`config.mk`:
```
export PLATFORM = sky130hd
export DESIGN_NAME = switch_play_selector
export DESIGN_NICKNAME = d
export VERILOG_FILES = /design/src/sv/sps_pkg.sv /design/src/sv/switch_play_selector.sv
export SDC_FILE = /design/constraint.sdc
export NUM_CORES = 1
export LEC_CHECK = 0
export ABC_AREA = 1
export BUFFER_PORTS_ARGS = -buffer_cell sky130_fd_sc_hd__buf_4
export CAP_MARGIN = 20
export CORE_MARGIN = 2
export CORE_UTILIZATION = 53
export DETAILED_ROUTE_END_ITERATION = 12
export HOLD_SLACK_MARGIN = 0.05
export MAX_ROUTING_LAYER = met4
export PLACE_DENSITY = 0.69
export SKIP_CTS_REPAIR_TIMING = 1
export SLEW_MARGIN = 20
export SYNTH_ARGS = -nofsm -noshare
export SYNTH_HDL_FRONTEND = slang
export SYNTH_SLANG_ARGS = --single-unit
export TNS_END_PERCENT = 1
```
`constraint.sdc`:
```
create_clock -name clk -period 6 [get_ports clk]
set_clock_uncertainty 0.1 [all_clocks]
set_input_delay 0.6 -clock clk [delete_from_list [all_inputs] [get_ports clk]]
set_output_delay 0.6 -clock clk [all_outputs]
set_load 0.01 [all_outputs]
```
`src/sv/sps_pkg.sv`:
```
// Package: payload structs, mode codes, constants and the port A reorder function for the switch play selector.
`default_nettype none
package sps_pkg;
	localparam int MaxSwitches = 12;

	typedef enum logic [3:0] {
		MODE_NONE     = 4'd0,
		MODE_RR       = 4'd1,
		MODE_LAST     = 4'd2,
		MODE_PRIO     = 4'd3,
		MODE_HELD     = 4'd4,
		MODE_B127N    = 4'd5,
		MODE_B250P    = 4'd6,
		MODE_B250N    = 4'd7,
		MODE_B255P    = 4'd8,
		MODE_B255N    = 4'd9,
		MODE_B255NI   = 4'd10,
		MODE_LASTV    = 4'd11
	} mode_t;

	localparam logic [0:0] REG_PLAY_MODE    = 1'b0;
	localparam logic [0:0] REG_SWITCH_COUNT = 1'b1;

	typedef struct packed {
		logic       irq;
		logic [7:0] port_a;
		logic [7:0] port_b;
		logic       playing;
		logic       waiting;
	} in_t;

	typedef struct packed {
		logic       enqueue;
		logic [7:0] track;
		logic       playing_next;
		logic       waiting_next;
		logic       clear_errors;
		logic       flush_queue;
	} out_t;

	function automatic logic [7:0] reorder_a(input logic [7:0] raw);
		logic [7:0] o;
		o = ~raw;
		return {o[0], o[1], o[2], o[3], o[7:4]};
	endfunction
endpackage
`default_nettype wire

```
`src/sv/switch_play_selector.sv`:
```
// Top level: debounced switch sampling and track selection.
// One input transaction is taken into a register (s1), all selection logic is evaluated in
// a single combinational pass from that register and the selector state, and the result
// is registered into an output register (s2). A transaction is accepted every cycle while
// the output is free or being taken (in_stall is only high while a result waits under
// out_stall), so the sustained rate is one item per cycle.
// State updates are committed when an item leaves s1. Configuration writes (index 0
// play_mode, 1 switch_count) take effect at the next edge; write only while idle.
`default_nettype none
module switch_play_selector (
	input  wire logic               clk,
	input  wire logic               arst_n,
	input  wire logic               in_valid,
	output logic                    in_stall,
	input  wire sps_pkg::in_t       in_data,
	output logic                    out_valid,
	input  wire logic               out_stall,
	output sps_pkg::out_t           out_data,
	input  wire logic               cfg_we,
	input  wire logic [0:0]         cfg_index,
	input  wire logic [3:0]         cfg_data
);
	logic [3:0] mode_q, count_q;
	logic [7:0] pa_last_q, pb_last_q, last_sw_q;
	logic [11:0] comb_last_q, armed_q, armed_v_q;
	logic [3:0] cnt_last_q;
	logic stop_seen_q;

	logic v_s1;
	sps_pkg::in_t d_s1;
	logic v_s2;
	sps_pkg::out_t d_s2;

	logic adv;  // s1 moves into s2
	assign adv = v_s1 && !(v_s2 && out_stall);
	assign in_stall = v_s1 && !adv;
	assign out_valid = v_s2;
	assign out_data = d_s2;

	// next-state and result logic
	logic [7:0] n_pa, n_pb, n_ls;
	logic [11:0] n_comb, n_armed, n_armed_v;
	logic [3:0] n_cnt;
	logic n_ss;
	sps_pkg::out_t res;

	always_comb begin
		logic [3:0] n;
		logic [11:0] en, comb, cs, cand, mask;
		logic [7:0] a, b, da, db, c;
		logic stop, found, pl, wt, enq, clr, fl, held, stb, put, halt;
		logic [3:0] idx, low, cntv;
		logic signed [8:0] ls;
		n = (count_q > 4'(sps_pkg::MaxSwitches)) ? 4'(sps_pkg::MaxSwitches) : count_q;
		for (int i = 0; i < 12; i++) en[i] = (4'(i) < n);
		n_pa = pa_last_q; n_pb = pb_last_q; n_ls = last_sw_q; n_comb = comb_last_q;
		n_armed = armed_q; n_armed_v = armed_v_q; n_cnt = cnt_last_q; n_ss = stop_seen_q;
		pl = d_s1.playing; wt = d_s1.waiting; enq = 1'b0; clr = 1'b0; fl = 1'b0;
		c = '0; idx = '0; low = '0; found = 1'b0; held = 1'b0; stb = 1'b0;
		put = 1'b0; halt = 1'b0; cand = '0; mask = '0; cntv = '0;
		a = sps_pkg::reorder_a(d_s1.port_a);
		b = ~d_s1.port_b;
		da = '0; db = '0; comb = '0; cs = '0; stop = 1'b0;
		ls = {last_sw_q[7], last_sw_q};
		unique case (mode_q)
			sps_pkg::MODE_RR, sps_pkg::MODE_LAST, sps_pkg::MODE_PRIO,
			sps_pkg::MODE_HELD, sps_pkg::MODE_LASTV: begin
				if (d_s1.irq) begin
					da = pa_last_q & a; db = pb_last_q & b;
					n_pa = a; n_pb = b;
					comb = {db[6:3], da};
					stop = db[0];
				end else begin
					n_pa = '0; n_pb = '0;
				end
				// comb is kept whole for history and hold tests; picks see scanned bits only
				cs = comb & en;
				// round-robin pick: first above signed last, else lowest
				found = 1'b0; low = '0;
				for (int i = 11; i >= 0; i--) if (cs[i]) low = 4'(i);
				for (int i = 11; i >= 0; i--)
					if (cs[i] && ($signed({5'd0, 4'(i)}) > ls)) begin
						found = 1'b1; idx = 4'(i);
					end
				if (!found) idx = low;
				case (mode_q)
					sps_pkg::MODE_RR: begin
						if (d_s1.irq) begin
							if (stop) begin
								pl = 1'b0; wt = 1'b0;
								if (!stop_seen_q) n_ls = last_sw_q - 8'd1;
								n_ss = 1'b1; clr = 1'b1;
							end else if (!pl && !wt) begin
								n_ss = 1'b0;
								if (cs != '0) begin
									enq = 1'b1; c = {4'd0, idx}; n_ls = {4'd0, idx};
								end
							end
						end
					end
					sps_pkg::MODE_PRIO: begin
						if (d_s1.irq) begin
							if (stop) begin
								pl = 1'b0; clr = 1'b1;
							end else begin
								ls = pl ? {1'b0, last_sw_q} : 9'd255;
								if (!pl) n_ls = 8'd255;
								cand = '0;
								for (int i = 0; i < 12; i++)
									cand[i] = cs[i] && ({5'd0, 4'(i)} < ls);
								if (cand != '0) begin
									idx = '0;
									for (int i = 11; i >= 0; i--) if (cand[i]) idx = 4'(i);
									pl = 1'b0; enq = 1'b1; c = {4'd0, idx}; n_ls = {4'd0, idx};
								end
							end
						end
					end
					sps_pkg::MODE_HELD: begin
						if (!d_s1.irq) begin
							pl = 1'b0; n_ss = 1'b0;
						end else begin
							held = (last_sw_q < 8'd12) ? comb[last_sw_q[3:0]] : 1'b0;
							if (!held) pl = 1'b0;
							n_comb = comb;
							if (stop) begin
								pl = 1'b0; clr = 1'b1; n_ss = 1'b1;
							end else if (!pl && !stop_seen_q && cs != '0) begin
								enq = 1'b1; c = {4'd0, idx}; n_ls = {4'd0, idx};
							end
						end
					end
					default: begin
						mask = (mode_q == sps_pkg::MODE_LAST) ? armed_q : armed_v_q;
						cntv = '0;
						if (!d_s1.irq) begin
							mask = 12'hFFF;
						end else begin
							for (int i = 0; i < 12; i++) cntv = cntv + 4'(cs[i]);
							if (stop) begin
								pl = 1'b0; clr = 1'b1;
							end else if (comb_last_q != comb) begin
								if (cntv > cnt_last_q) begin
									for (int i = 0; i < 12; i++)
										cand[i] = cs[i] && mask[i] &&
											(mode_q == sps_pkg::MODE_LAST || !pl ||
											 last_sw_q != 8'(i));
									if (cand != '0) begin
										idx = '0;
										for (int i = 11; i >= 0; i--) if (cand[i]) idx = 4'(i);
										pl = 1'b0; enq = 1'b1; c = {4'd0, idx};
										if (mode_q == sps_pkg::MODE_LASTV) n_ls = {4'd0, idx};
										mask[idx] = 1'b0;
									end
								end else begin
									mask = ~comb;
								end
							end
						end
						if (mode_q == sps_pkg::MODE_LAST) n_armed = mask;
						else n_armed_v = mask;
						n_comb = comb; n_cnt = cntv;
					end
				endcase
			end
			sps_pkg::MODE_B127N, sps_pkg::MODE_B250P, sps_pkg::MODE_B250N,
			sps_pkg::MODE_B255P, sps_pkg::MODE_B255N, sps_pkg::MODE_B255NI: begin
				if (!d_s1.irq) begin
					n_ls = '0; n_pb = '0;
				end else begin
					a = ~a;
					da = pa_last_q & a; db = pb_last_q & b;
					n_pa = a; n_pb = b;
					stb = db[1];
					if (db[0]) begin
						pl = 1'b0; clr = 1'b1; fl = 1'b1;
					end else if (mode_q != sps_pkg::MODE_B255NI || !pl) begin
						if (stb && last_sw_q != 8'd2) begin
							c = da;
							case (mode_q)
								sps_pkg::MODE_B127N: begin
									if (da[6:0] == 7'h7F) halt = 1'b1;
									else begin c = 8'h7E - {1'b0, da[6:0]}; put = 1'b1; end
								end
								sps_pkg::MODE_B250P, sps_pkg::MODE_B250N: begin
									if (da == 8'hFF) halt = 1'b1;
									else if (da != 8'h00 && da < 8'hFB) begin
										c = (mode_q == sps_pkg::MODE_B250P) ? da - 8'h01 :
											8'hFA - da;
										put = 1'b1;
									end
								end
								sps_pkg::MODE_B255P: begin
									if (da == 8'h00) halt = 1'b1;
									else begin c = da - 8'h01; put = 1'b1; end
								end
								default: begin
									if (da == 8'hFF) halt = (mode_q == sps_pkg::MODE_B255N);
									else begin c = 8'hFE - da; put = 1'b1; end
								end
							endcase
							if (halt) begin pl = 1'b0; fl = 1'b1; end
							enq = put;
							n_ls = 8'd2;
						end else if (!stb) begin
							n_ls = '0;
						end
					end
				end
			end
			default: ;
		endcase
		res.enqueue = enq;
		res.track = enq ? c : 8'd0;
		res.playing_next = pl;
		res.waiting_next = wt;
		res.clear_errors = clr;
		res.flush_queue = fl;
	end

	always_ff @(posedge clk or negedge arst_n) begin
		if (!arst_n) begin
			v_s1 <= 1'b0; v_s2 <= 1'b0;
			mode_q <= sps_pkg::MODE_NONE; count_q <= 4'd12;
			pa_last_q <= '0; pb_last_q <= '0; last_sw_q <= 8'd255;
			comb_last_q <= 12'd255; cnt_last_q <= '0; stop_seen_q <= 1'b0;
			armed_q <= 12'hFFF; armed_v_q <= 12'hFFF;
		end else begin
			if (cfg_we) begin
				if (cfg_index == sps_pkg::REG_PLAY_MODE) mode_q <= cfg_data;
				else count_q <= cfg_data;
			end
			if (!in_stall) v_s1 <= in_valid;
			if (adv) begin
				v_s2 <= 1'b1;
				pa_last_q <= n_pa; pb_last_q <= n_pb; last_sw_q <= n_ls;
				comb_last_q <= n_comb; cnt_last_q <= n_cnt; stop_seen_q <= n_ss;
				armed_q <= n_armed; armed_v_q <= n_armed_v;
			end else if (!out_stall) begin
				v_s2 <= 1'b0;
			end
		end
	end

	always_ff @(posedge clk) begin
		if (!in_stall && in_valid) d_s1 <= in_data;
		if (adv) d_s2 <= res;
	end
endmodule
`default_nettype wire

```
# Word-level counts from Yosys, hierarchy flattened
# Cells that the tools add are included.
# Widths: inputs -> output; s select.
[totals]
ff_bits = 105
inputBits = 29
out_inout_bits = 15
wordCells = 475
[classes]
addsub = 16
magnitude_cmp = 43
eq_ne = 48
n_mux = 227
bitwise = 14
reduce_logical = 104
[ops]
columns = ["cell", "count"]
rows = [
  ["$mux 4", 73],
  ["$mux 8", 36],
  ["$mux 12", 9],
  ["$mux 1", 91],
  ["$pmux 8 s3", 3],
  ["$logic_and 1x1->1", 58],
  ["$pmux 8 s2", 3],
  ["$reduce_bool 12->1", 3],
  ["$add 4x1->4", 8],
  ["$gt 4x8->1 const A", 4],
  ["$gt 5x8->1 const A", 4],
  ["$lt 3x8->1 const A", 4],
  ["$lt 4x8->1 const A", 4],
  ["$ne 8x3->1 const B", 4],
  ["$ne 8x4->1 const B", 4],
  ["$ne 3x3->1 const B", 9],
  ["$and 12x12->12", 2],
  ["$not 12->12", 2],
  ["$pmux 12 s2", 1],
  ["$ne 4x4->1 const B", 5],
  ["$ne 5x5->1 const B", 4],
  ["$reduce_and 18->1", 1],
  ["$and 8x8->8", 2],
  ["$eq 4x3->1 const B", 4],
  ["other kinds (54)", 114],
]

# Depth between registers and ports, before layout
# Gate-level depths: netlist of run 1.
[depth]
depth_word = 37
depth_mapped = 27
mapped_depth_nobuf = 27

# Worst setup path after synthesis of run 1
# Ideal clock, no wire load.
[synth_timing]
path_type = "flip-flop to flip-flop"
startpoint = "reg d_s1[18] in the netlist's numbering"
endpoint = "reg d_s2 (netlist bit out_data[10]) (data pin)"
setup_time_ps = 157
arrival_time_ps = 5005
required_time_ps = 5743
setup_slack_ps = 738
stages_incl_launch_ff = 25
path_buffers = 2
synth_period_minus_slack_ps = 5262
cell_sequence = "edfxtp_1 buf_4 buf_6 nand2_1 nor2_2 nand3_1 fa_1 fa_1 fa_1 fa_1 inv_1 ha_1 fa_1 xor2_1 ha_1 nand2_1 o21ai_0 nand2_1 nor2_1 nand2_1 nor2_1 nand2_1 nand3_1 nand2_2 nor3_1"
[synth_between]
elab_chain_len = 21
elab_cells_between_ends = 87
cone_classes = "add/sub: 11; order compare: 1; eq/ne: 1; mux: 31; bitwise: 1; reduce/logical: 42"
[synth_lines]
columns = ["item", "line_no", "text"]
rows = [
  ["from (decl)", "switch_play_selector.sv:30", "sps_pkg::in_t d_s1;"],
  ["from (signal assigned)", "switch_play_selector.sv:246", "if (!in_stall && in_valid) d_s1 <= in_data;"],
  ["$mux 12", "switch_play_selector.sv:68", "if (d_s1.irq) begin"],
  ["$mux 12", "switch_play_selector.sv:65", "unique case (mode_q)"],
  ["$and 12x12->12", "switch_play_selector.sv:77", "cs = comb & en;"],
  ["$add 1x1->2", "switch_play_selector.sv:139", "for (int i = 0; i < 12; i++) cntv = cntv + 4'(cs[i]);"],
  ["$add 2x1->3", "switch_play_selector.sv:139", ""],
  ["$add 3x1->4", "switch_play_selector.sv:139", ""],
  ["$add 4x1->4 (8 in series)", "switch_play_selector.sv:139", ""],
  ["$gt 4x4->1", "switch_play_selector.sv:143", "if (cntv > cnt_last_q) begin"],
  ["$mux 1", "switch_play_selector.sv:143", ""],
  ["$mux 1", "switch_play_selector.sv:142", "end else if (comb_last_q != comb) begin"],
  ["$mux 1", "switch_play_selector.sv:140", "if (stop) begin"],
  ["$mux 1", "switch_play_selector.sv:136", "if (!d_s1.irq) begin"],
  ["$pmux 1 s3", "switch_play_selector.sv:86", "case (mode_q)"],
  ["$pmux 1 s2", "switch_play_selector.sv:65", ""],
  ["to (signal assigned)", "switch_play_selector.sv:247", "if (adv) d_s2 <= res;"],
  ["to (decl)", "switch_play_selector.sv:32", "sps_pkg::out_t d_s2;"],
]
# Several ways; a longest one is shown, not always the timed one. The select of a mux whose other input is x is not followed.
# A chain may end at the register's enable or synchronous reset.

# Final worst setup path of run 1
[layout_timing]
startpoint = "reg count_q[3]"
endpoint = "reg last_sw_q[3]"
[layout_between]
elab_chain_len = 33
elab_cells_between_ends = 172
cone_classes = "add/sub: 11; order compare: 14; eq/ne: 5; mux: 88; bitwise: 1; reduce/logical: 53"
[layout_lines]
columns = ["item", "line_no", "text"]
rows = [
  ["from (decl)", "switch_play_selector.sv:23", "logic [3:0] mode_q, count_q;"],
  ["from (signal assigned)", "switch_play_selector.sv:231", "else count_q <= cfg_data;"],
  ["$gt 4x4->1", "switch_play_selector.sv:54", "n = (count_q > 4'(sps_pkg::MaxSwitches)) ? 4'(sps_pkg::MaxSwitches) : count_q;"],
  ["$mux 4 *", "switch_play_selector.sv:54", ""],
  ["$lt 4x4->1", "switch_play_selector.sv:55", "for (int i = 0; i < 12; i++) en[i] = (4'(i) < n);"],
  ["$and 12x12->12 *", "switch_play_selector.sv:77", ""],
  ["branches (longest 29 deep; another with $add 3x1->4)", "n/a", ""],
  ["to (signal assigned)", "switch_play_selector.sv:236", "pa_last_q <= n_pa; pb_last_q <= n_pb; last_sw_q <= n_ls;"],
  ["to (decl)", "switch_play_selector.sv:24", "logic [7:0] pa_last_q, pb_last_q, last_sw_q;"],
]
# Every way passes the cells marked *. The select of a mux whose other input is x is not followed.

==> impl_metrics.csv, run 1 <==
group,metric,value,unit
yosys,syn-mean-instance-area,6.81,sq um
route,wl_per_cell,17.0,um
pwr,ir_drop,328,uV
critical_path,cp.required,6.19,ns
critical_path,path_class,"flip-flop to flip-flop",
sta,holdWs,0.289,ns
route,drc,0,
critical_path,path_max_fanout,7,
yosys,synthMuxAreaShare,0.431,%
global_route,busiest_layer,"met2",
critical_path,cp.arrival,5.88,ns
global_route,grt_use_met1,45.7,%
route,vias,8080,
floorplan,core,15100,sq um
route,via_per_inst,5.60,
finish,drive_gt1_share,17.2,%
route,drt_first_pass_iters,5,
clocking,clockRootBuffer,"clkbuf_16",
clocking,cts_made_buffers,9,
finish,antennaDiodeCount,0,
pwr,p_leak,4.31,nW
worst_hold_path,hp-class,"input pin to async pin",
sta,period_share,94.8,%
finish,layout_common_cells,"nand2_1 (344), inv_1 (150), nor2_1 (135)",
sta,hold_viol,0,
sta,drv_slew,0,
status,outcome,"finished clean",
yosys,synth_top_family_by_area,"simple AND/OR/NAND/NOR gates",
clocking,cts_tree,"yes",
placed_design,dpl_cell_area,8710,sq um
critical_path,r2r_slack,0.31,ns
yosys,ys_ff_latch,103,
placed_design,dp_hpwl,19.3,mm
yosys,synthSimpleGateAreaFrac,34.5,%
clocking,clkTransAtPathRegs,0.08,ns
critical_path,timing.rr.start,"count_q[3]",
yosys,async_flop_share,70.9,%
global_route,antenna_found_initial,0,
finish,stdcell_area,9140,sq um
pwr,power,4.11,mW
yosys,synthAdderAreaFrac,4.03,%
floorplan,die_width,128,um
global_route,first_global_vias,7427,
sta,slew_headroom,34.4,%
route,drt_iter0_markers,893,
critical_path,cp_num_buf_inv,5,
floorplan,num_rows,45,
yosys,ys.flop_type,"dfstp_2",
global_route,use_met3,4.80,%
yosys,synthCells,1193,
floorplan,die-area,16300,sq um
critical_path,path_delay_family,"adder cells",
sta,worstMarginPinSlew,0.984,ns
yosys,synth_xor_area_share,3.23,%
placed_design,port_buffers,41,
clocking,clk_path_buf_depth,2,
clocking,clk_latency,0.36,ns
clocking,ctsHtreeMaxLevel,3,
critical_path,r2r-end,"last_sw_q[3]",
finish,final_common_cell,"nand2_1",
critical_path,ff2ff_path_depth,27,
critical_path,path_common_cell,"nand2_1",
floorplan,die_y,128,um
yosys,syn-cell-area,8130,sq um
global_route,grt_max_degree,74,
critical_path,cp_slowest_cell,"dfstp_2",
floorplan,start_util,53.9,%
finish,area_growth,12.4,%
placed_design,place_congestion,0.982,
yosys,yosys_warnings,0,
route,ant_nets,0,
global_route,grt_pass1_wl,39.5,mm
job,drv_cap,0,
yosys,synth_fp_nets,1244,
finish,fillers,1459,
critical_path,end_kind,"flip-flop",
yosys,synthDistinctLibCells,58,
global_route,grt_use_total,32.2,%
finish,layout.nets,1301,
global_route,met2_usage,48.9,%
critical_path,cp_slowest_stage_delay,0.62,ns
yosys,synth_edf_count,30,
yosys,seq_area_frac_synth,34.2,%
critical_path,start_kind,"flip-flop",
sta,min_period,5.69,ns
route,routed_wl,24.6,mm
sta,max_freq,176,MHz
pwr,power-per-cell-area,450,nW/um^2
yosys,synth_compound_area_share,14.0,%
sta,setup-violations-final,0,
floorplan,io_pins,44,
global_route,overflow,0,
clocking,numClockSinks,103,
## state kept, by name, indices dropped and copies added, names as in the netlist, 4 cells and up
register     count
pa_last_q        8
cnt_last_q       4
armed_q         12
comb_last_q     12
pb_last_q        6
armed_v_q       12
d_s1            17
count_q          4
mode_q           4
last_sw_q        8
out_data        13
## Yosys cell counts (9+ instances only)
master / number / share of area (%)
xnor2_1: 14 / 1.5
clkbuf_1: 10 / 0.46
nor2_1: 141 / 6.5
inv_2: 19 / 0.88
a21oi_1: 38 / 2.3
edfxtp_1: 30 / 11
nor2_2: 12 / 0.92
inv_1: 151 / 7.0
nand3_1: 67 / 4.1
nand2_2: 12 / 0.92
ha_1: 15 / 2.3
nor3_1: 24 / 1.5
nand4_1: 14 / 1.1
o21ai_1: 19 / 1.2
a22oi_1: 9 / 0.83
xor2_1: 16 / 1.7
dfrtp_1: 31 / 9.5
nand2_1: 344 / 16
o21ai_0: 78 / 4.8
dfstp_2: 42 / 14
## routing by layer
| metal | up-vias | wire (um) |
|---|---|---|
| met4 | 0 | 495 |
| met1 | 3764 | 11600 |
| li1 | 3976 | - |
| met2 | 301 | 10900 |
| met5 | - | 0 |
| met3 | 39 | 1570 |
## worst max path at each step
stage	startpoint	end	slack [ns]	cells after the start
2_1_floorplan	d_s1[18]	out_data[10]	0.74	24
3_3_place_gp	d_s1[18]	out_data[10]	0.24	24
3_5_place_dp	d_s1[18]	out_data[10]	0.14	24
4_1_cts	d_s1[18]	out_data[11]	0.07	24
5_1_grt	count_q[3]	armed_v_q[1]	-0.002	24
6_report	count_q[3]	last_sw_q[3]	0.31	27
## logic make-up (layout without fill, tap and decap cells)
logic type / Yosys count / count (layout)
flops: 103 / 103
buf+inv: 195 / 257
compound gates: 195 / 195
simple gates: 645 / 645
mux: 3 / 3
xor+xnor: 30 / 30
fa+ha+maj: 22 / 22
## report_power, final
part | switching (mW) | internal [mW] | leakage (nW)
Combinational | 1.50 | 0.790 | 3.05
Sequential | 0.170 | 1.02 | 1.11
Clock | 0.320 | 0.303 | 0.152
## final cells by class
type                            count  area, sq um  share of cell area, %
Sequential cell                   103         2780                   30.4
Inverter                          171          648                   7.09
Timing Repair Buffer               70          529                   5.79
Tap cell                          188          235                   2.57
Clock inverter                      7         91.3                   1.00
Clock buffer                        9          225                   2.46
Multi-Input combinational cell    895         4630                   50.7
## per-stage QoR
step	TNS, ns	setup WS [ns]	cells	utilization (%)
floorplan	0	0.738	1193	-
global placement	0	0.241	1420	57.7
detailed placement	0	0.139	1421	57.7
CTS	0	0.0723	1437	59.8
global route	-0.00177	-0.00177	1443	60.6
finish	0	0.311	1443	60.6
No activity file was read; power rests on OpenSTA's default activity.
==> run 2, diff against run 1 <==
==> constraint.sdc (replaced) <==
create_clock -name clk -period 6 [get_ports clk]
set_clock_uncertainty 0.1 [all_clocks]
set_input_delay 0.3 -clock clk [delete_from_list [all_inputs] [get_ports clk]]
set_output_delay 0.3 -clock clk [all_outputs]
set_load 0.01 [all_outputs]
==> run 2 against run 1 <==
Compared with the run above:
- sequential share of layout area shrank 0.52 points
- count of clock-buffer cells in the layout is the same
- non-clock buffer count grew 19
- global-route usage grew 0.11 points
- power shrank 1.1%
- first-iteration DRC count shrank 9.3%
- final cell count grew 1.3%
- critical endpoint is now armed_v_q[6]
- die area is the same
- sequential cell count is the same
==> impl_metrics.csv, run 2 (synthesized netlist as in run 1, its figures left out) <==
group,metric,value,unit
route,vias,8174,
sta,hold_viol,0,
clocking,clockRootBuffer,"clkbuf_16",
route,drc,0,
clocking,clkTransAtPathRegs,0.08,ns
placed_design,dp_hpwl,19.5,mm
finish,area_growth,14.4,%
floorplan,die_y,128,um
floorplan,io_pins,44,
critical_path,start_kind,"flip-flop",
finish,final_common_cell,"nand2_1",
route,drt_first_pass_iters,6,
critical_path,cp.arrival,5.97,ns
sta,holdWs,0.0762,ns
finish,regMostFlops,"d_s1",
sta,min_period,5.77,ns
placed_design,dpl_cell_area,8720,sq um
pwr,ir_drop,337,uV
critical_path,path_max_fanout,16,
critical_path,end_kind,"flip-flop",
route,via_per_inst,5.59,
placed_design,place_congestion,1.04,
floorplan,die_width,128,um
clocking,ctsHtreeMaxLevel,3,
route,ant_nets,0,
pwr,power-per-cell-area,437,nW/um^2
global_route,grt_pass1_wl,39.5,mm
sta,max_freq,173,MHz
global_route,grt_max_degree,46,
sta,slew_headroom,43.6,%
critical_path,cp.required,6.20,ns
finish,layout.nets,1320,
sta,worstMarginPinSlew,0.845,ns
job,drv_cap,0,
route,drt_iter0_markers,810,
placed_design,port_buffers,41,
sta,period_share,96.1,%
status,outcome,"finished clean",
global_route,first_global_vias,7436,
sta,drv_slew,0,
global_route,overflow,0,
route,routed_wl,25.4,mm
floorplan,start_util,53.9,%
finish,layout_common_cells,"nand2_1 (344), inv_1 (150), nor2_1 (135)",
floorplan,die-area,16300,sq um
global_route,grt_use_total,32.3,%
finish,antennaDiodeCount,0,
finish,final_util,61.6,%
clocking,numClockSinks,103,
clocking,cts_made_buffers,9,
route,wl_per_cell,17.4,um
worst_hold_path,hp-class,"input pin to flip-flop",
floorplan,num_rows,45,
clocking,clk_latency,0.37,ns
clocking,clk_path_buf_depth,2,
clocking,cts_tree,"yes",
finish,stdcell_area,9300,sq um
finish,drive_gt1_share,16.6,%
floorplan,core,15100,sq um
pwr,p_leak,4.38,nW
critical_path,path_class,"flip-flop to flip-flop",
finish,largest_reg_flops,17,
sta,setup-violations-final,0,
global_route,antenna_found_initial,0,
run 2: worst paths after layout:
check | end | slack, ns | startpoint | depth (start not counted)
max | armed_v_q[6] | 0.23 | count_q[3] | 25
min | out_valid | 0.08 | out_stall | 3
max reg2reg | armed_v_q[6] | 0.23 | count_q[3] | 25
min reg2reg | armed_v_q[3] | 0.37 | armed_v_q[3] | 2
max in group asynchronous | pa_last_q[0] | 4.56 | arst_n | 3
min in group asynchronous | cnt_last_q[1] | 0.30 | arst_n | 2
run 2: layer usage:
metal | global-route usage, % | routed length [um]
met4 | 8.27 | 482
met1 | 44.6 | 11700
met2 | 48.3 | 11500
met5 | - | 0
met3 | 7.14 | 1840
run 2: area by class of cell:
cell class | instances | area (sq um)
well taps | 188 | 235
inverters | 171 | 646
clock buffers | 9 | 225
flip-flops and latches | 103 | 2780
fillers | 1437 | 5790
multi-input cells | 895 | 4600
clock inverters | 7 | 91.3
repair buffers | 89 | 719
run 2: report_power, final:
part | internal, mW | leakage, nW | total, mW | switching, mW
registers | 1.02 | 1.11 | 1.19 | 0.170
clock network | 0.303 | 0.152 | 0.627 | 0.325
logic | 0.752 | 3.12 | 2.25 | 1.49
run 2: through the flow:
step | power (mW) | worst slack (ns) | setup TNS (ns) | cells
2_1_floorplan | 2.73 | 0.738 | 0 | 1193
3_3_place_gp | 3.31 | 0.271 | 0 | 1422
3_5_place_dp | 3.32 | 0.155 | 0 | 1422
4_1_cts | 3.96 | 0.0845 | 0 | 1438
5_1_grt | 4.37 | -0.000261 | -0.000261 | 1462
6_report | 4.07 | 0.231 | 0 | 1462
run 2: worst max-delay path, stage by stage (launching register included):
cell,delay (ns)
dfstp_2,0.62
nand2_1,0.09
inv_1,0.06
nor2_1,0.04
o21ai_2,0.17
inv_2,0.10
fa_1,0.51
inv_1,0.05
fa_1,0.53
fa_1,0.43
fa_1,0.50
inv_1,0.05
ha_1,0.20
fa_1,0.39
xor2_1,0.23
ha_1,0.29
nand2_1,0.06
o21ai_0,0.08
nand2_1,0.18
buf_6,0.21
clkinvlp_4,0.20
o21ai_0,0.23
a21oi_1,0.07
o21ai_1,0.17
nand2_1,0.07
o21ai_0,0.09
